--- src/hw/rtl/mvt_pkg.sv ---
// Shared constants, types and reset values for the 4x4 transform core
`timescale 1ns / 1ps

package mvt_pkg;

    localparam int FRAC_BITS  = 16;
    localparam int DATA_W     = 32;
    localparam int PROD_W     = 2 * DATA_W;
    localparam int PAIR_W     = PROD_W + 1;
    localparam int SUM_W      = PROD_W + 2;
    localparam int NUM_ROWS   = 4;
    localparam int NUM_REGS   = 8;
    localparam int REG_IDX_W  = 3;
    localparam int CFG_IDX_W  = 4;
    localparam int CFG_DATA_W = 64;
    localparam int VEC_W      = NUM_ROWS * DATA_W;
    localparam int HI_LSB     = DATA_W - 1 + FRAC_BITS;

    localparam logic [DATA_W-1:0] ONE_FIX = DATA_W'(1 << FRAC_BITS);
    localparam logic [DATA_W-1:0] SAT_MAX = {1'b0, {(DATA_W-1){1'b1}}};
    localparam logic [DATA_W-1:0] SAT_MIN = {1'b1, {(DATA_W-1){1'b0}}};

    typedef logic [NUM_ROWS-1:0][DATA_W-1:0]                t_vec;
    typedef logic [NUM_ROWS-1:0][NUM_ROWS-1:0][DATA_W-1:0]  t_mat;
    typedef logic [NUM_ROWS-1:0][NUM_ROWS-1:0][PROD_W-1:0]  t_prod_mat;
    typedef logic [NUM_ROWS-1:0][1:0][PAIR_W-1:0]           t_pair_mat;
    typedef logic [NUM_ROWS-1:0][SUM_W-1:0]                 t_sum_vec;

    // Identity matrix contents of one coefficient register
    function automatic logic [CFG_DATA_W-1:0] reg_reset(input logic [REG_IDX_W-1:0] idx);
        logic [REG_IDX_W-2:0] row;
        logic                 half;
        logic [CFG_DATA_W-1:0] val;
        row  = idx[REG_IDX_W-1:1];
        half = idx[0];
        val  = '0;
        if (row[1] == half) begin
            if (row[0]) begin
                val[CFG_DATA_W-1 -: DATA_W] = ONE_FIX;
            end else begin
                val[DATA_W-1:0] = ONE_FIX;
            end
        end
        return val;
    endfunction

endpackage

--- src/hw/rtl/mvt_sat_stage.sv ---
// Fraction shift, 32-bit saturation and output register
`timescale 1ns / 1ps

module mvt_sat_stage
    import mvt_pkg::*;
(
    input  logic     i_clk,
    input  logic     i_rst_n,
    input  logic     i_en,
    input  logic     i_valid,
    input  t_sum_vec i_sum,
    output logic     o_valid,
    output t_vec     o_vec,
    output logic     o_sat
);

    logic r_valid;
    t_vec r_vec;
    logic r_sat;
    t_vec n_vec;
    logic n_sat;

    always_comb begin
        logic [SUM_W-1-HI_LSB:0] hi;
        n_sat = 1'b0;
        for (int r = 0; r < NUM_ROWS; r++) begin
            hi = i_sum[r][SUM_W-1:HI_LSB];
            if ((&hi) || !(|hi)) begin
                n_vec[r] = i_sum[r][HI_LSB:FRAC_BITS];
            end else begin
                n_vec[r] = i_sum[r][SUM_W-1] ? SAT_MIN : SAT_MAX;
                n_sat    = 1'b1;
            end
        end
    end

    always_ff @(posedge i_clk) begin
        if (!i_rst_n) begin
            r_valid <= 1'b0;
        end else if (i_en) begin
            r_valid <= i_valid;
        end
    end

    always_ff @(posedge i_clk) begin
        if (i_en) begin
            r_vec <= n_vec;
            r_sat <= n_sat;
        end
    end

    assign o_valid = r_valid;
    assign o_vec   = r_vec;
    assign o_sat   = r_sat;

endmodule

--- config.mk ---
export PLATFORM = sky130hd
export DESIGN_NAME = mvt_sat_stage
export DESIGN_NICKNAME = d
export VERILOG_FILES = /design/src/hw/rtl/mvt_pkg.sv /design/src/hw/rtl/mvt_sat_stage.sv
export SDC_FILE = /design/constraint.sdc
export NUM_CORES = 1
export LEC_CHECK = 0
export BUFFER_PORTS_ARGS = -buffer_cell sky130_fd_sc_hd__buf_2
export CORE_AREA = 8 8 147 149
export DETAILED_ROUTE_END_ITERATION = 16
export DIE_AREA = 0 0 155 157
export PLACE_DENSITY = 0.65
export SETUP_SLACK_MARGIN = 0.3
export SLEW_MARGIN = 0
export SYNTH_ARGS = -nofsm -noshare
export SYNTH_HDL_FRONTEND = slang
export SYNTH_SLANG_ARGS = --single-unit
export TNS_END_PERCENT = 20
--- constraint.sdc ---
create_clock -name i_clk -period 3.1 [get_ports i_clk]
set_input_delay 0.465 -clock i_clk [delete_from_list [all_inputs] [get_ports i_clk]]
set_output_delay 0.465 -clock i_clk [all_outputs]
set_load 0.02 [all_outputs]
==> results.txt <==
Skew-Pair Late Insertion Delay: 400 ps
Clk_skew: 0 ps
Xor/xnor cell area share of the yosys netlist: 0
M2 GR Usage: 0.2263
Die width: 155 µm
# Post-CTS Setup Buffers: 0
# DRC: 0
Largest family of logic cells by synthesized area: compound AO/OA/AOI/OAI gates
Endpoints failing setup: 0
Largest net degree at the start of global routing: 65
Global route overflow: 0
Avg Vias per Cell: 4.489
Compound-cell area share of the yosys netlist: 0.1994
Busiest grt layer: met2
Yosys cell types: 19
Worst slew pin tran: 699.3 ps
Total Power: 0.004750 W
Nets@finish: 947
Status: finished clean
Total power per unit cell area: 585.9 nW/µm²
Met1 Use GR: 0.1370
Cells after Synth: 345
DR iter-0 viols: 222
LEAKAGE: 3.798 nW
Layout area overhead: 43.59%
Register bit total from synthesis: 130
First-pass GRT wire length: 24860 µm
Setup TNS: 0 ps
Mux cell area share after synthesis: 0.001773
Routed Antenna Nets: 0
H-tree levels: 4
Cell Rows: 51
Fin Hold WS: 270.6 ps
RSZ-0062 raised after global routing: no
Clock Sinks: 130
Root Buffer: clkbuf_16
CP max FO: 32
Antenna cell count: 0
Post-CTS Hold Buffers: 0
Final HPWL DP: 12920 µm
Worst-case clock buffer depth: 2
Initial Util: 0.2940
Num CTS Buffers: 17
Startpoint Class: primary input
Critical path arrival: 2120 ps
GPL Wtd Cong: 0.8204
GRT Total Usage: 0.1331
Max Cap Viol: 0
Met3 Use GR: 0.07184
Drt total wl: 16820 µm
Net Count, Synth: 613
Most frequent cells in the layout: 332 x buf_2, 129 x edfxtp_1, 85 x a21o_2
Synth Area in Simple Gates: 0.06071
Avg WL per Cell: 17.57 µm
Clk slew on worst S/H paths: 60 ps
Mapped Area: 5647 µm²
Minimum clock period: 2009 ps
Total number of vias: 4296
Port bufs: 333
Layout filler cell count: 1805
Share of post-route cells with drive strength above 1: 0.6777
CTS resizes: 0
IR drop worst, VDD: 0.3396 mV
Final period util: 0.6479
Max Fclk: 497.9 MHz
Synth warnings: 0
Slew Limit Fails: 0
Final hold violations: 0
Vias in the first global route: 4546
Die height: 157 µm
Adder-Cell Fraction of Synth Area: 0
Most common cell after layout, fill and taps aside: buf_2
CTS tree: yes
Slew margin rel.: 0.5338
Avg Inst Size Synth: 16.37 µm²
Worst path required time: 3210 ps
Hold Crit Class: primary input to flop
Setup crit end kind: flop
DIE AREA: 24340 µm²
Crit Path Category: primary input to flop
Seq/Total Area, Yosys: 0.6896
# IOs: 398
Initial antenna violation count: 2
Core box area: 19210 µm²
DRT Pass-1 Iters: 4
==> stage by stage <==
stage | instance area (µm²) | setup slack (ps) | instances | utilization
2_1_floorplan | 5647 | 1337 | 345 | -
3_3_place_gp | 7516 | 691.7 | 925 | 0.3913
3_5_place_dp | 7516 | 652.1 | 925 | 0.3913
4_1_cts | 8108 | 1097 | 957 | 0.4221
5_1_grt | 8108 | 932.8 | 957 | 0.4221
6_report | 8108 | 1091 | 957 | 0.4221
==> where the power goes <==
part	internal [W]	switching [W]	total, W
Combinational	0.000253	0.000378	0.000632
Sequential	0.00209	0.0000315	0.00212
Clock	0.00126	0.000744	0.00200
Total	0.00360	0.00115	0.00475
==> cell type report <==
cell class | count | area (µm²) | area share
clock inverters | 15 | 166.4 | 0.02052
multi-input cells | 187 | 1530 | 0.1887
clock buffers | 17 | 425.4 | 0.05247
repair buffers | 343 | 1760 | 0.2171
flip-flops and latches | 130 | 3894 | 0.4802
well taps | 265 | 331.6 | 0.04090
==> per-layer routing <==
layer  part of all wire  vias to the layer above
met1               0.37                     2000
li1                   -                     2060
met4              0.016                        4
met2               0.50                      207
met3               0.12                       25
met5             0.0014                        -
==> cell families (layout without fill, tap and decap cells) <==
kind of cell / after synthesis / after routing
AOI/OAI and AO/OA: 132 / 132
DFF: 130 / 130
and+or+nand+nor: 54 / 54
buffers and inverters: 28 / 375
muxes: 1 / 1
==> critical path: stages <==
cell	delay [ps]
buf_2	110
nor4_1	300
nand4_1	150
nor4_2	310
a31o_2	630
nand4_1	150
==> flip-flops by register name (all words and copies together), names as in the netlist <==
signal,flops
o_valid,1
o_sat,1
o_vec,128
==> path summary, 6_finish.rpt <==
check             start       to  slack (ps)  depth (start not counted)
max reg2reg     o_valid  o_valid        2510                          2
max          i_sum[124]    o_sat        1090                          6
min reg2reg     o_valid  o_valid         520                          2
min             i_rst_n  o_valid         270                          2
==> synth_stat cells <==
master         count  area (µm²)
a21o_1            39       292.8
a21o_2            85       744.5
a311oi_1           1       8.760
a311oi_2           3       45.04
a31o_2             4       35.03
and3_1             4       25.02
buf_2              3       15.01
buf_4              3       22.52
buf_6             18       202.7
clkbuf_1           1       3.750
dfxtp_1            1       20.02
dlygate4sd3_1      3       30.03
edfxtp_1         129        3874
mux2i_1            1       10.01
nand4_1           21       131.4
nor2_1             8       30.03
nor2b_1            1       6.260
nor4_1            16       100.1
nor4_2             4       50.05
Note: power is estimated with default switching activity, not from simulation.
