==> config.mk <==
export PLATFORM = sky130hd
export DESIGN_NAME = mvt_add_tree
export DESIGN_NICKNAME = d
export VERILOG_FILES = /design/src/hw/rtl/mvt_pkg.sv /design/src/hw/rtl/mvt_add_tree.sv
export SDC_FILE = /design/constraint.sdc
export NUM_CORES = 2
export LEC_CHECK = 0
export ABC_AREA = 1
export BUFFER_PORTS_ARGS = -buffer_cell sky130_fd_sc_hd__buf_2
export CORE_AREA = 3 3 508 510
export CTS_BUF_LIST = sky130_fd_sc_hd__clkbuf_16
export DETAILED_ROUTE_END_ITERATION = 7
export DIE_AREA = 0 0 511 513
export SYNTH_ARGS = -nofsm -noshare
export SYNTH_HDL_FRONTEND = slang
export SYNTH_SLANG_ARGS = --single-unit
==> constraint.sdc <==
create_clock -name i_clk -period 2.3 [get_ports i_clk]
set_input_delay 0 -clock i_clk [delete_from_list [all_inputs] [get_ports i_clk]]
set_output_delay 0 -clock i_clk [all_outputs]
set_load 0.01 [all_outputs]
==> src/hw/rtl/mvt_pkg.sv <==
// Shared constants, types and reset values for the 4x4 transform core
`timescale 1ns / 1ps

package mvt_pkg;

    localparam int FRAC_BITS  = 16;
    localparam int DATA_W     = 32;
    localparam int PROD_W     = 2 * DATA_W;
    localparam int PAIR_W     = PROD_W + 1;
    localparam int SUM_W      = PROD_W + 2;
    localparam int NUM_ROWS   = 4;
    localparam int NUM_REGS   = 8;
    localparam int REG_IDX_W  = 3;
    localparam int CFG_IDX_W  = 4;
    localparam int CFG_DATA_W = 64;
    localparam int VEC_W      = NUM_ROWS * DATA_W;
    localparam int HI_LSB     = DATA_W - 1 + FRAC_BITS;

    localparam logic [DATA_W-1:0] ONE_FIX = DATA_W'(1 << FRAC_BITS);
    localparam logic [DATA_W-1:0] SAT_MAX = {1'b0, {(DATA_W-1){1'b1}}};
    localparam logic [DATA_W-1:0] SAT_MIN = {1'b1, {(DATA_W-1){1'b0}}};

    typedef logic [NUM_ROWS-1:0][DATA_W-1:0]                t_vec;
    typedef logic [NUM_ROWS-1:0][NUM_ROWS-1:0][DATA_W-1:0]  t_mat;
    typedef logic [NUM_ROWS-1:0][NUM_ROWS-1:0][PROD_W-1:0]  t_prod_mat;
    typedef logic [NUM_ROWS-1:0][1:0][PAIR_W-1:0]           t_pair_mat;
    typedef logic [NUM_ROWS-1:0][SUM_W-1:0]                 t_sum_vec;

    // Identity matrix contents of one coefficient register
    function automatic logic [CFG_DATA_W-1:0] reg_reset(input logic [REG_IDX_W-1:0] idx);
        logic [REG_IDX_W-2:0] row;
        logic                 half;
        logic [CFG_DATA_W-1:0] val;
        row  = idx[REG_IDX_W-1:1];
        half = idx[0];
        val  = '0;
        if (row[1] == half) begin
            if (row[0]) begin
                val[CFG_DATA_W-1 -: DATA_W] = ONE_FIX;
            end else begin
                val[DATA_W-1:0] = ONE_FIX;
            end
        end
        return val;
    endfunction

endpackage

==> src/hw/rtl/mvt_add_tree.sv <==
// Two-level registered adder tree: pair sums, then row sums
`timescale 1ns / 1ps

module mvt_add_tree
    import mvt_pkg::*;
(
    input  logic      i_clk,
    input  logic      i_rst_n,
    input  logic      i_en,
    input  logic      i_valid,
    input  t_prod_mat i_prod,
    output logic      o_valid,
    output t_sum_vec  o_sum
);

    logic      r_pair_valid;
    t_pair_mat r_pair;
    t_pair_mat n_pair;
    logic      r_sum_valid;
    t_sum_vec  r_sum;
    t_sum_vec  n_sum;

    always_comb begin
        for (int r = 0; r < NUM_ROWS; r++) begin
            for (int k = 0; k < 2; k++) begin
                n_pair[r][k] = PAIR_W'($signed(i_prod[r][2 * k]))
                             + PAIR_W'($signed(i_prod[r][2 * k + 1]));
            end
            n_sum[r] = SUM_W'($signed(r_pair[r][0])) + SUM_W'($signed(r_pair[r][1]));
        end
    end

    always_ff @(posedge i_clk) begin
        if (!i_rst_n) begin
            r_pair_valid <= 1'b0;
            r_sum_valid  <= 1'b0;
        end else if (i_en) begin
            r_pair_valid <= i_valid;
            r_sum_valid  <= r_pair_valid;
        end
    end

    always_ff @(posedge i_clk) begin
        if (i_en) begin
            r_pair <= n_pair;
            r_sum  <= n_sum;
        end
    end

    assign o_valid = r_sum_valid;
    assign o_sum   = r_sum;

endmodule

==> impl_metrics.toml <==
[status]
status = "complete, but fails checks"
failed_checks = "DRC"

[timing]
worst_pin_slew_ns = 0.869
max_slew_margin = 0.419
fin_crit_ns = 2.29
finalSetupViolCount = 0
finalCritPeriodShare = 0.995
max_freq_mhz = 437
hold_violations = 0
worst_slack_ns = 0.0107
finClkSkew_ns = 0.0324
rsz0062_at_grt = "true"
finalMaxSlewViolations = 0

[die]
initial_core_util = 0.350
fp-row-count = 185
pin_count = 1293
die_y_um = 513
dieArea_um2 = 262000
die_x_um = 511
core_um2 = 254000

[place]
io_buffers = 1292
numPlacedInstances = 20300
place.gp.congestion = 1.09
dp_hpwl_mm = 395
dp_slack_ns = -0.245

[finish]
finalNetCount = 19700
final_core_util = 0.487
instances_no_fill = 21400
syn_to_final_growth_pct = 39.3
drive_gt1_frac = 0.201

[routing]
wirelength_mm = 460
detail-route-antenna-nets = 0
drcViolationCount = 18
avgViaCountPerCell = 4.97
wl_per_cell_um = 21.5
drt-initial-drc-count = 10200
dr.pass1.iters = 8
dr_total_vias = 106000

[clock_tree]
cts_max_level = 3
cts_buffers = 90
clk_pin_slew_worst_paths_ns = 0.06
clockBufferDepth = 3
clkSinkCount = 786
cts_tree = "built"
cts_root_buffer = "clkbuf_16"
insertion_delay_ns = 0.74

[worst_setup_path]
crit_path_max_fanout = 4
path_buf_inv = 2
crit_path_top_delay_cell = "dlygate4sd3_1"
max_stage_delay_ns = 0.55
crit_type = "in2reg"
crit_path_start_kind = "input port"
cp_common_cell = "nand2_1"
endpoint_kind = "register"
required_ns = 2.71
critPathArrivalTime_ns = 2.70
crit_path_cell_trace = "dlygate4sd3_1, buf_2, ha_1, nand2_1, nor2_1, nand2_1, nand2_1, nand3_1, nand2_1, nand2_1, nand3_1, nand2_1"
path_delay_family = "simple AND/OR/NAND/NOR gates"

[logic_synthesis]
syn_nets = 16500
yosys.area.top_type_share = 0.265
synth-edff-count = 784
ys_types = 30
synth_warnings = 0
syn-instance-count = 14600
synthTopCellsByCount = "5264 x nand2_1, 2985 x inv_1, 1623 x nor2_1"
ys_seq_area_frac = 0.266
synth_area_leaders = "edfxtp_1 27%, nand2_1 22%, inv_1 13%"
synthFlopType = "edfxtp_1"
yosys.cell_count.top_type = "nand2_1"
synth_area_leader_cell = "edfxtp_1"
netlist_area_um2 = 88800
synth_seq_cells = 786
synth_area_per_cell_um2 = 6.06
async_reset_ff_frac = 0

[global_routing]
globalRouteMet1Util = 0.428
grt_max_degree = 103
grt_use_met3 = 0.0475
grt.overflow.total = 0
use_met2 = 0.537
grt_pass1_vias = 101000
grt_pass1_wl_mm = 651
grt_use_total = 0.335
antenna_found_initial = 63
top_usage_layer = "met2"

[hold_path]
hold_path_class = "in2reg"

[power_and_ir_drop]
leakage_uw = 0.0653
powerDensity_nw_per_um2 = 700
vdd_ir_drop_max_uv = 562

[job]
drv_cap = 0
==> worst paths after layout <==
kind / startpoint / to / slack (ns) / depth (start not counted)
min reg2reg: r_pair[0] / o_sum[0] / 0.58 / 1
max: i_prod[264] / r_pair[171] / 0.01 / 12
max reg2reg: r_pair[344] / o_sum[173] / 0.01 / 11
min: i_prod[638] / r_pair[322] / 0.02 / 4
==> layer usage <==
layer / vias to the layer above / part of all wire
met3: 972 / 0.075
met5: - / 0.00041
li1: 52300 / -
met1: 48500 / 0.42
met2: 4587 / 0.44
met4: 28 / 0.067
==> cell type report <==
cell class,instances,area (µm²)
Inverter,2993,11200
Multi-Input combinational cell,10900,58800
Fill cell,26700,130000
Clock buffer,91,2280
Tap cell,3366,4210
Clock inverter,75,686
Timing Repair Buffer,3174,22900
Antenna cell,27,67.6
Sequential cell,786,23600
==> per-stage QoR <==
| step | total power (µW) | cell area, µm² | hold WS [ns] | setup TNS [ns] |
|---|---|---|---|---|
| floorplan | 42800 | 88800 | 0.112 | 0 |
| global placement | 65100 | 108000 | 0.244 | -3.83 |
| detailed placement | 65000 | 108000 | 0.247 | -4.12 |
| CTS | 82200 | 119000 | 0.0000721 | -0.0295 |
| global route | 91100 | 124000 | 0.00126 | -1.66 |
| finish | 86600 | 124000 | 0.0192 | 0 |
==> power breakdown <==
part,leakage [µW],switching [µW],total [µW],internal [µW]
Combinational,0.0561,29500,48300,18800
Sequential,0.00770,3140,23500,20300
Clock,0.00148,6560,14800,8220
Total,0.0653,39200,86600,47400
==> worst min-delay path, stage by stage <==
cell	delay, ns
buf_2	0.08
ha_1	0.27
nand3_1	0.13
nand2_2	0.12
==> logic make-up (layout without fill, tap and decap cells) <==
kind of cell | Yosys count | in the layout | share of synthesized area
AO/OA/AOI/OAI | 1666 | 1666 | 0.0979
buffers and inverters | 2993 | 6333 | 0.126
AND/OR/NAND/NOR | 8023 | 8023 | 0.360
other | 0 | 27 | 0
adder cells (fa/ha/maj) | 784 | 784 | 0.111
XOR/XNOR | 392 | 392 | 0.0387
flip-flops | 786 | 786 | 0.266
==> what timing repair did <==
| action | CTS | global route |
|---|---|---|
| gates resized for setup | 75 | 1034 |
| endpoints found under the hold margin | 541 | 2 |
| hold buffers | 797 | 2 |
| pin swaps | 12 | 113 |
| buffers inserted | 14 | 39 |
| endpoints found under the setup margin | 71 | 247 |
==> layout by cell type, fill, tap and decap left out, types with 62 or more instances in the layout <==
cell type	n
nand4_1	72
ha_1	551
clkbuf_16	91
o21ai_0	474
buf_4	1058
nand2_2	292
nor3_1	175
nand2_1	5062
nor2_2	160
ha_4	155
nor2_1	1454
ha_2	66
a21oi_2	160
dlygate4sd3_1	798
a21oi_1	843
o21bai_1	62
xor2_1	373
nand3_1	595
buf_2	1291
edfxtp_1	784
inv_1	2968
==> flip-flops by register name (all words and copies together), names as in the netlist <==
signal and cells:
r_pair_valid 1, r_pair 520, o_sum 264, o_valid 1
(Power assumes the default switching activity.)
