==> config.mk <==
export PLATFORM = sky130hd
export DESIGN_NAME = mvt_coef_regs
export DESIGN_NICKNAME = d
export VERILOG_FILES = /design/src/hw/rtl/mvt_pkg.sv /design/src/hw/rtl/mvt_coef_regs.sv
export SDC_FILE = /design/constraint.sdc
export NUM_CORES = 1
export LEC_CHECK = 0
export BUFFER_PORTS_ARGS = -buffer_cell sky130_fd_sc_hd__buf_2
export CAP_MARGIN = 15
export CORE_AREA = 2 2 228 230
export DETAILED_ROUTE_END_ITERATION = 7
export DIE_AREA = 0 0 230 232
export PLACE_DENSITY = 0.65
export SLEW_MARGIN = 20
export SYNTH_ARGS = -nofsm -noshare
export SYNTH_HDL_FRONTEND = slang
export SYNTH_SLANG_ARGS = --single-unit
export TNS_END_PERCENT = 50
==> constraint.sdc <==
create_clock -name i_clk -period 5.5 [get_ports i_clk]
set_clock_uncertainty 0.15 [all_clocks]
set_input_delay 0.275 -clock i_clk [delete_from_list [all_inputs] [get_ports i_clk]]
set_output_delay 0.275 -clock i_clk [all_outputs]
set_load 0.1 [all_outputs]
==> src/hw/rtl/mvt_pkg.sv <==
// Shared constants, types and reset values for the 4x4 transform core
`timescale 1ns / 1ps

package mvt_pkg;

    localparam int FRAC_BITS  = 16;
    localparam int DATA_W     = 32;
    localparam int PROD_W     = 2 * DATA_W;
    localparam int PAIR_W     = PROD_W + 1;
    localparam int SUM_W      = PROD_W + 2;
    localparam int NUM_ROWS   = 4;
    localparam int NUM_REGS   = 8;
    localparam int REG_IDX_W  = 3;
    localparam int CFG_IDX_W  = 4;
    localparam int CFG_DATA_W = 64;
    localparam int VEC_W      = NUM_ROWS * DATA_W;
    localparam int HI_LSB     = DATA_W - 1 + FRAC_BITS;

    localparam logic [DATA_W-1:0] ONE_FIX = DATA_W'(1 << FRAC_BITS);
    localparam logic [DATA_W-1:0] SAT_MAX = {1'b0, {(DATA_W-1){1'b1}}};
    localparam logic [DATA_W-1:0] SAT_MIN = {1'b1, {(DATA_W-1){1'b0}}};

    typedef logic [NUM_ROWS-1:0][DATA_W-1:0]                t_vec;
    typedef logic [NUM_ROWS-1:0][NUM_ROWS-1:0][DATA_W-1:0]  t_mat;
    typedef logic [NUM_ROWS-1:0][NUM_ROWS-1:0][PROD_W-1:0]  t_prod_mat;
    typedef logic [NUM_ROWS-1:0][1:0][PAIR_W-1:0]           t_pair_mat;
    typedef logic [NUM_ROWS-1:0][SUM_W-1:0]                 t_sum_vec;

    // Identity matrix contents of one coefficient register
    function automatic logic [CFG_DATA_W-1:0] reg_reset(input logic [REG_IDX_W-1:0] idx);
        logic [REG_IDX_W-2:0] row;
        logic                 half;
        logic [CFG_DATA_W-1:0] val;
        row  = idx[REG_IDX_W-1:1];
        half = idx[0];
        val  = '0;
        if (row[1] == half) begin
            if (row[0]) begin
                val[CFG_DATA_W-1 -: DATA_W] = ONE_FIX;
            end else begin
                val[DATA_W-1:0] = ONE_FIX;
            end
        end
        return val;
    endfunction

endpackage

==> src/hw/rtl/mvt_coef_regs.sv <==
// Coefficient register bank with identity reset and plain write port
`timescale 1ns / 1ps

module mvt_coef_regs
    import mvt_pkg::*;
(
    input  logic                  i_clk,
    input  logic                  i_rst_n,
    input  logic                  i_cfg_wr_en,
    input  logic [CFG_IDX_W-1:0]  i_cfg_idx,
    input  logic [CFG_DATA_W-1:0] i_cfg_wdata,
    output t_mat                  o_mat
);

    logic [CFG_DATA_W-1:0] r_coef [NUM_REGS];

    always_ff @(posedge i_clk) begin
        if (!i_rst_n) begin
            for (int i = 0; i < NUM_REGS; i++) begin
                r_coef[i] <= reg_reset(REG_IDX_W'(i));
            end
        end else if (i_cfg_wr_en && (i_cfg_idx < CFG_IDX_W'(NUM_REGS))) begin
            r_coef[i_cfg_idx[REG_IDX_W-1:0]] <= i_cfg_wdata;
        end
    end

    always_comb begin
        for (int r = 0; r < NUM_ROWS; r++) begin
            for (int c = 0; c < NUM_ROWS; c++) begin
                o_mat[r][c] = r_coef[r * 2 + (c >> 1)][(c & 1) * DATA_W +: DATA_W];
            end
        end
    end

endmodule

==> run_results.csv, run 1 <==
group,metric,value,unit
final_layout,final_cell_mix,"buf_2, edfxtp_1, nor3_1",
final_layout,fin_area,0.0248,mm2
die,ioPinCount,583,
job,cap_viol_max_count,0,
timing,worstMarginPinSlew,1.09,ns
hold_path,hold_class,"input pin to flop",
die,start_util,0.380,
die,fp-row-count,83,
global_routing,busiest_layer,"met2",
global_routing,met3_usage,0.0572,
die,die_w,230,um
worst_setup_path,critPathLaunchType,"input pin",
final_layout,nets,1840,
hold_path,whs_path_depth,3,
power,p_seq_frac,0.435,
power,switching_share,0.349,
global_routing,grt_util_all_layers,0.216,
global_routing,grt_pass1_wl,85700,um
timing,drv_slew,0,
synth,syn_inst,1217,
die,die_area,0.0534,mm2
power,clkPwrFrac,0.346,
detailed_routing,route.detailed.drc,0,
die,coreArea,0.0509,mm2
timing,setup_viol,0,
clock_network,max-clock-path-buffers,3,
clock_network,h-tree-depth,2,
synth,synth_cell_types,17,
detailed_routing,vias,13100,
power,combPwrFrac,0.219,
detailed_routing,routed_wl,59700,um
global_routing,grt_max_degree,130,
global_routing,grt_pass1_vias,12900,
clock_network,cts_setup_buffers,0,
placed_design,dpl.hpwl,37400,um
power,power_density,424,mW/mm2
final_layout,areaGrowthSynthToFinish,28.2,%
clock_network,cts_sinks,512,
placed_design,portBuffers,582,
detailed_routing,routedWlPerCell,23.9,um
timing,fmax,408,MHz
power,p_sw,3.67,mW
detailed_routing,drtIter0Drc,1030,
final_layout,largest_reg_flops,512,
hold_path,min_to,"r_coef[6][40]$_SDFFCE_PN0P_",
global_routing,gr-total-overflow,0,
final_layout,top_regs,"r_coef: 512 flops",
detailed_routing,vias_per_cell,5.26,
power,p_leak,8.70,nW
synth,ys_ff_latch,512,
detailed_routing,dr.pass1.iters,5,
final_layout,multi_input_area,0.00332,mm2
synth,ys_seq_area_frac,0.795,
worst_setup_path,worstPathArrival,2.56,ns
timing,hold_violations,0,
timing,fin_crit_sh,0.446,
timing,relSlewSlack,0.271,
global_routing,grt_use_met1,0.283,
global_routing,gr-usage-met2,0.348,
worst_setup_path,cp.required,5.61,ns
final_layout,fillers,4421,
die,die_y,232,um
timing,min_period,2.45,ns
worst_setup_path,endpoint_kind,"flop",
clock_network,clk_pin_slew_worst_paths,0.06,ns
synth,synth_area,0.0193,mm2
synth,yosys_warnings,0,
status,status,"finished clean",
clock_network,tritoncts,"done",
final_layout,drive_gt1_frac,0.447,
global_routing,antenna_found_initial,1,
synth,synthesis.nets,1288,
clock_network,clock-root-buffer,"clkbuf_16",
final_layout,final_common_cell,"buf_2",
synth,avgSynthCellArea,15.9,um2
placed_design,place_inst,2389,
placed_design,gp_congestion,0.775,
clock_network,cts_resized,0,
final_layout,register_area,0.0154,mm2
clock_network,numCtsBuffers,52,
power,internal_power,6.85,mW
final_layout,stdcell_count,2494,
detailed_routing,final_antenna_net_count,0,
placed_design,place_area,0.0230,mm2
worst_setup_path,worstPathMaxFanout,39,
final_layout,regMostFlops,"r_coef",
hold_path,hp-start,"i_cfg_wdata[40]",
worst_setup_path,critical_path_class,"input pin to flop",
power,ir_drop,0.263,mV
timing,rsz0062_at_grt,"false",
-- repair_timing --
action / 4_1_cts / 5_1_grt
hold endpoints to repair: 12 / 0
setup endpoints to repair: 0 / 0
hold buffers: 4 / 0
-- power groups by stage --
stage               Combinational [mW]  Clock, mW  Sequential (mW)
floorplan                        0.214          0             6.36
global placement                  2.30          0             4.65
detailed placement                2.31          0             4.66
CTS                               2.31       3.69             4.58
global route                      2.35       3.83             4.59
finish                            2.31       3.64             4.57
-- critical path, stage by stage --
cell	delay, ns
buf_2	0.40
nand4_1	0.52
o21ai_4	0.97
buf_12	0.34
-- cell usage after synthesis --
| master | count | area share |
|---|---|---|
| o21ai_0 | 8 | 0.0021 |
| nand4_1 | 1 | 0.00032 |
| nor3_1 | 398 | 0.10 |
| nand4b_1 | 2 | 0.00091 |
| nand2b_1 | 1 | 0.00032 |
| nor3_2 | 110 | 0.057 |
| buf_1 | 12 | 0.0023 |
| clkbuf_1 | 47 | 0.0091 |
| buf_4 | 4 | 0.0016 |
| buf_6 | 2 | 0.0012 |
| or3_1 | 4 | 0.0013 |
| clkinv_1 | 62 | 0.012 |
| or2_2 | 1 | 0.00032 |
| buf_2 | 50 | 0.013 |
| nand4bb_1 | 1 | 0.00058 |
| edfxtp_1 | 512 | 0.79 |
| inv_1 | 2 | 0.00039 |
-- cell families after synthesis --
| family | count (synthesis) | synth area share |
|---|---|---|
| compound gates | 8 | 0.00207 |
| buf+inv | 179 | 0.0395 |
| flops | 512 | 0.795 |
| simple gates | 518 | 0.164 |
-- cell type report --
type / instances / share of cell area
sequential: 512 / 0.620
tap: 680 / 0.0343
timing repair buffer: 613 / 0.132
multi-input combinational: 526 / 0.134
clock buffer: 58 / 0.0542
clock inverter: 40 / 0.0163
inverter: 64 / 0.00968
antenna: 1 / 0.000101
-- metrics by stage --
stage          setup slack, ns  power (mW)  TNS [ns]   util  hold WS, ns
2_1_floorplan           -0.599        6.57   -270.32      -        0.304
3_3_place_gp              2.29        6.95         0  0.451        0.446
3_5_place_dp              2.42        6.96         0  0.451        0.454
4_1_cts                   3.04        10.6         0  0.487       0.0147
5_1_grt                   2.90        10.8         0  0.487       0.0269
6_report                  3.05        10.5         0  0.487       0.0435
-- routing by layer --
metal,vias to the layer above,share of wire
met4,0,0.035
met2,722,0.48
li1,5725,-
met5,-,0
met1,6567,0.40
met3,115,0.092
-- worst max-delay path by stage --
stage / start / end / slack [ns] / depth (start not counted)
after floorplan: i_cfg_idx[0] / r_coef[0][0]$_SDFFCE_PN0P_ / -0.60 / 4
after global routing: i_rst_n / r_coef[6][29]$_SDFFCE_PN0P_ / 2.90 / 4
after detailed placement: i_rst_n / r_coef[6][2]$_SDFFCE_PN0P_ / 2.42 / 4
after CTS: i_rst_n / r_coef[6][58]$_SDFFCE_PN0P_ / 3.04 / 4
final: i_rst_n / r_coef[6][58]$_SDFFCE_PN0P_ / 3.05 / 4
after global placement: i_cfg_idx[3] / r_coef[3][2]$_SDFFCE_PN0P_ / 2.29 / 4
(Power assumes the default switching activity.)
==> inputs of run 2 (changes only) <==
- clock period: 5.5 -> 2 ns (I/O delays scaled with it)
==> run 2 against run 1 <==
The run now ends with hold timing left; largest power group unchanged; die area unchanged; flip-flop and latch count did not move; critical path depth rose by 1; critical path type unchanged; final area rose by 3.9%; non-clock buffer count is 93 higher; final cell count up 3.6%.
==> run_results.csv, run 2 (synthesis results as in run 1) <==
group,metric,value,unit
placed_design,portBuffers,582,
global_routing,grt_util_all_layers,0.220,
global_routing,grt_pass1_wl,87700,um
final_layout,utilization,0.506,
die,die_y,232,um
worst_setup_path,critPathLaunchType,"input pin",
detailed_routing,dr.pass1.iters,7,
timing,whs,-0.00626,ns
clock_network,clk_pin_slew_worst_paths,0.06,ns
hold_path,whs_path_depth,3,
detailed_routing,routed_wl,60200,um
die,start_util,0.380,
worst_setup_path,cpPeakStageDelay,0.51,ns
final_layout,regMostFlops,"r_coef",
timing,fin_tns_setup,0,ns
timing,relSlewSlack,0.637,
global_routing,gr-total-overflow,0,
final_layout,stdcell_count,2585,
timing,hold_violations,1,
timing,min_period,1.80,ns
clock_network,cts_sinks,512,
hold_path,hold_class,"input pin to flop",
placed_design,place_area,0.0235,mm2
worst_setup_path,worstPathArrival,1.88,ns
clock_network,holdBufCountCts,69,
timing,setup_viol,0,
power,p_leak,9.12,nW
status,status,"finished with violations",
final_layout,fin_area,0.0258,mm2
timing,rsz0062_at_grt,"false",
final_layout,areaGrowthSynthToFinish,33.2,%
job,cap_viol_max_count,0,
clock_network,max-clock-path-buffers,3,
worst_setup_path,endpoint_kind,"flop",
timing,drv_slew,0,
final_layout,antenna_cells,0,
final_layout,top_regs,"r_coef: 512 flops",
clock_network,clock-root-buffer,"clkbuf_16",
die,coreArea,0.0509,mm2
detailed_routing,routedWlPerCell,23.3,um
timing,fmax,556,MHz
clock_network,numCtsBuffers,52,
status,violations,"hold timing",
worst_setup_path,worstPathMaxFanout,26,
worst_setup_path,critical_path_class,"input pin to flop",
detailed_routing,route.detailed.drc,0,
worst_setup_path,path_delay_family,"buffers and inverters",
timing,worstMarginPinSlew,0.548,ns
timing,fin_crit_sh,0.899,
detailed_routing,vias_per_cell,5.23,
die,ioPinCount,583,
placed_design,dpl.hpwl,39400,um
final_layout,final_common_cell,"buf_2",
detailed_routing,drtIter0Drc,1246,
clock_network,tritoncts,"done",
die,die_w,230,um
clock_network,cts_setup_buffers,0,
detailed_routing,final_antenna_net_count,0,
final_layout,drive_gt1_frac,0.435,
worst_setup_path,cp.required,2.09,ns
global_routing,grt_pass1_vias,13500,
power,power_density,1100,mW/mm2
power,ir_drop,0.762,mV
worst_setup_path,crit_buf_inv,3,
detailed_routing,vias,13500,
placed_design,place_inst,2419,
final_layout,final_cell_mix,"buf_2, edfxtp_1, nor3_1",
hold_path,min_to,"r_coef[6][33]$_SDFFCE_PN0P_",
clock_network,cts_resized,0,
die,fp-row-count,83,
placed_design,gp_congestion,0.804,
worst_setup_path,crit_chain,"dlygate4sd3_1 > buf_2 > nand4b_1 > o21ai_4 > buf_4",
global_routing,antenna_found_initial,0,
worst_setup_path,crit_slowest_cell,"dlygate4sd3_1",
die,die_area,0.0534,mm2
hold_path,hp-start,"i_cfg_wdata[33]",
final_layout,nets,1933,
final_layout,largest_reg_flops,512,
global_routing,grt_max_degree,73,
clock_network,h-tree-depth,2,
run 2: changes by cell type in the layout (fill, tap and decap cells not counted), moves of 2 or more:
| cell | before | now |
|---|---|---|
| dlygate4sd3_1 | 4 | 69 |
| buf_12 | 5 | 30 |
| clkbuf_1 | 5 | 12 |
| buf_4 | 19 | 25 |
| bufinv_16 | 8 | 2 |
| clkinv_2 | 13 | 9 |
| buf_16 | 2 | 0 |
| clkinv_1 | 75 | 77 |
run 2: worst max-delay path by stage:
stage	to	startpoint	cells after the start	slack (ns)
6_report	r_coef[5][24]$_SDFFCE_PN0P_	i_rst_n	5	0.20
5_1_grt	r_coef[5][32]$_SDFFCE_PN0P_	i_rst_n	5	0.17
4_1_cts	o_mat[256]	r_coef[4][0]$_SDFFCE_PN0P_	1	0.22
3_5_place_dp	r_coef[5][24]$_SDFFCE_PN0P_	i_cfg_idx[1]	4	0.08
3_3_place_gp	r_coef[5][24]$_SDFFCE_PN0P_	i_cfg_idx[1]	4	0.13
2_1_floorplan	r_coef[4][0]$_SDFFCE_PN0P_	i_cfg_idx[0]	4	-0.25
run 2: where the power goes:
part / switching, mW / total [mW] / internal, mW
clock network: 4.13 / 9.20 / 5.07
logic: 5.81 / 6.53 / 0.725
registers: 0.185 / 12.6 / 12.4
run 2: layout make-up:
cell class,count,area [um2]
clock buffers,64,1350
inverters,64,240
repair buffers,706,4390
well taps,680,851
flip-flops and latches,512,15400
fillers,4284,25100
multi-input cells,526,3320
clock inverters,33,239
run 2: per-layer routing:
layer | wire [um] | track usage | vias to the layer above
met4 | 2920 | 0.0994 | 0
met3 | 5220 | 0.0518 | 149
met5 | 0 | 0 | -
li1 | - | - | 5901
met1 | 22700 | 0.279 | 6686
met2 | 29300 | 0.360 | 795
run 2: stage by stage:
step / total power, mW / hold WS, ns / setup slack, ns
2_1_floorplan: 18.0 / 0.129 / -0.249
3_3_place_gp: 19.2 / 0.264 / 0.134
3_5_place_dp: 19.2 / 0.265 / 0.0833
4_1_cts: 28.5 / 0.000608 / 0.221
5_1_grt: 29.0 / 0.0177 / 0.168
6_report: 28.3 / -0.00626 / 0.202
==> inputs of run 3 (changes only) <==
- CORE_AREA: 2 2 228 230 -> unset
- CORE_MARGIN: unset -> 2
- CORE_UTILIZATION: unset -> 30
- DIE_AREA: 0 0 230 232 -> unset
- PLACE_DENSITY: 0.65 -> 0.54
==> run 3 against run 2 <==
The flow now finishes without violations; clock power rose by 7.5%; sequential power is essentially flat; power up 2.5%; critical path type unchanged; flip-flop and latch count did not move.
==> run_results.csv, run 3 (synthesis results as in run 1) <==
group,metric,value,unit
die,start_util,0.302,
worst_setup_path,cpPeakStageDelay,0.56,ns
clock_network,cts_setup_buffers,0,
timing,setup_viol,0,
power,internal_power,18.7,mW
power,power_density,1110,mW/mm2
final_layout,stdcell_count,2755,
final_layout,final_cell_mix,"buf_2, edfxtp_1, nor3_1",
power,combPwrFrac,0.226,
worst_setup_path,worstPathMaxFanout,12,
power,clkPwrFrac,0.341,
status,status,"finished clean",
detailed_routing,vias_per_cell,4.88,
clock_network,clock-root-buffer,"clkbuf_16",
final_layout,drive_gt1_frac,0.439,
timing,min_period,1.81,ns
power,p_seq_frac,0.434,
placed_design,portBuffers,582,
detailed_routing,vias,13400,
clock_network,cts_resized,0,
detailed_routing,routed_wl,62900,um
detailed_routing,final_antenna_net_count,0,
detailed_routing,drtIter0Drc,1179,
timing,worstMarginPinSlew,0.784,ns
power,p_leak,9.15,nW
placed_design,gp_congestion,0.819,
final_layout,final_common_cell,"buf_2",
timing,drv_slew,0,
worst_setup_path,critical_path_class,"input pin to flop",
placed_design,place_inst,2588,
die,ioPinCount,583,
detailed_routing,dr.pass1.iters,5,
global_routing,grt_pass1_vias,13100,
die,die_y,258,um
global_routing,antenna_found_initial,0,
worst_setup_path,crit_slowest_cell,"dlygate4sd3_1",
worst_setup_path,endpoint_kind,"flop",
clock_network,tritoncts,"done",
placed_design,dpl.hpwl,41100,um
final_layout,regMostFlops,"r_coef",
timing,relSlewSlack,0.477,
worst_setup_path,crit_buf_inv,3,
detailed_routing,route.detailed.drc,0,
final_layout,nets,1926,
placed_design,place_area,0.0237,mm2
final_layout,multi_input_area,0.00332,mm2
clock_network,max-clock-path-buffers,3,
clock_network,clk_pin_slew_worst_paths,0.06,ns
power,ir_drop,0.727,mV
global_routing,gr-total-overflow,0,
worst_setup_path,crit_top_cell,"dlygate4sd3_1",
final_layout,fin_area,0.0261,mm2
final_layout,register_area,0.0154,mm2
global_routing,grt_util_all_layers,0.183,
die,coreArea,0.0641,mm2
global_routing,grt_pass1_wl,90700,um
detailed_routing,routedWlPerCell,22.8,um
power,switching_share,0.356,
job,cap_viol_max_count,0,
power,p_sw,10.3,mW
worst_setup_path,path_depth,5,
global_routing,grt_max_degree,83,
die,die_area,0.0665,mm2
worst_setup_path,crit_chain,"dlygate4sd3_1 > buf_2 > nand2b_4 > or3_1 > dlygate4sd3_1",
timing,hold_violations,0,
hold_path,hold_class,"input pin to flop",
clock_network,numCtsBuffers,54,
worst_setup_path,worstPathArrival,2.01,ns
final_layout,largest_reg_flops,512,
die,die_w,258,um
final_layout,antenna_cells,0,
clock_network,h-tree-depth,2,
worst_setup_path,critPathLaunchType,"input pin",
clock_network,cts_sinks,512,
worst_setup_path,cp.required,2.20,ns
timing,fmax,553,MHz
hold_path,whs_path_depth,3,
timing,rsz0062_at_grt,"false",
worst_setup_path,path_delay_family,"buffers and inverters",
final_layout,top_regs,"r_coef: 512 flops",
final_layout,areaGrowthSynthToFinish,34.8,%
timing,fin_crit_sh,0.905,
die,fp-row-count,93,
final_layout,fillers,5978,
-- run 3: final timing paths --
path / from / to / slack [ns]
worst max-delay path: i_cfg_idx[3] / r_coef[7][48]$_SDFFCE_PN1P_ / 0.19
worst min-delay path: i_cfg_idx[0] / r_coef[5][16]$_SDFFCE_PN1P_ / 0.03
-- run 3: tightest hold or removal path, delay by kind of cell --
family,cells,cell delay [ns]
AND/OR/NAND/NOR,2,0.43
buffers and inverters,1,0.13
-- run 3: area by class of cell --
cell class,instances,area share
clock buffers,59,0.0534
flip-flops and latches,512,0.590
inverters,64,0.00921
repair buffers,697,0.166
multi-input cells,526,0.127
clock inverters,42,0.0132
well taps,855,0.0410
-- run 3: power by group through the flow --
stage / Clock, mW / Combinational [mW] / Sequential, mW
after floorplan: 0 / 0.616 / 17.4
after global placement: 0 / 6.47 / 12.8
after detailed placement: 0 / 6.48 / 12.8
after CTS: 10.1 / 6.58 / 12.6
after global routing: 10.5 / 6.68 / 12.6
final: 9.89 / 6.55 / 12.6
-- run 3: per-stage QoR --
stage | util | setup TNS, ns | hold WS [ns] | power [mW] | worst slack [ns]
after floorplan | - | -120.55 | 0.129 | 18.0 | -0.249
after global routing | 0.407 | 0 | 0.0451 | 29.8 | 0.186
after global placement | 0.369 | 0 | 0.315 | 19.3 | 0.127
after detailed placement | 0.369 | 0 | 0.298 | 19.3 | 0.0630
final | 0.407 | 0 | 0.0320 | 29.0 | 0.191
after CTS | 0.407 | 0 | 0.0175 | 29.3 | 0.221
-- run 3: timing repair --
action | CTS | global route
setup endpoints to repair | 0 | 0
hold buffers | 66 | 0
endpoints found under the hold margin | 512 | 0
-- run 3: layer usage --
layer | global-route usage | vias to the layer above | share of wire
met2 | 0.292 | 638 | 0.48
met5 | 0 | - | 0
met1 | 0.237 | 6764 | 0.40
li1 | - | 5900 | -
met3 | 0.0436 | 138 | 0.081
met4 | 0.0816 | 0 | 0.044
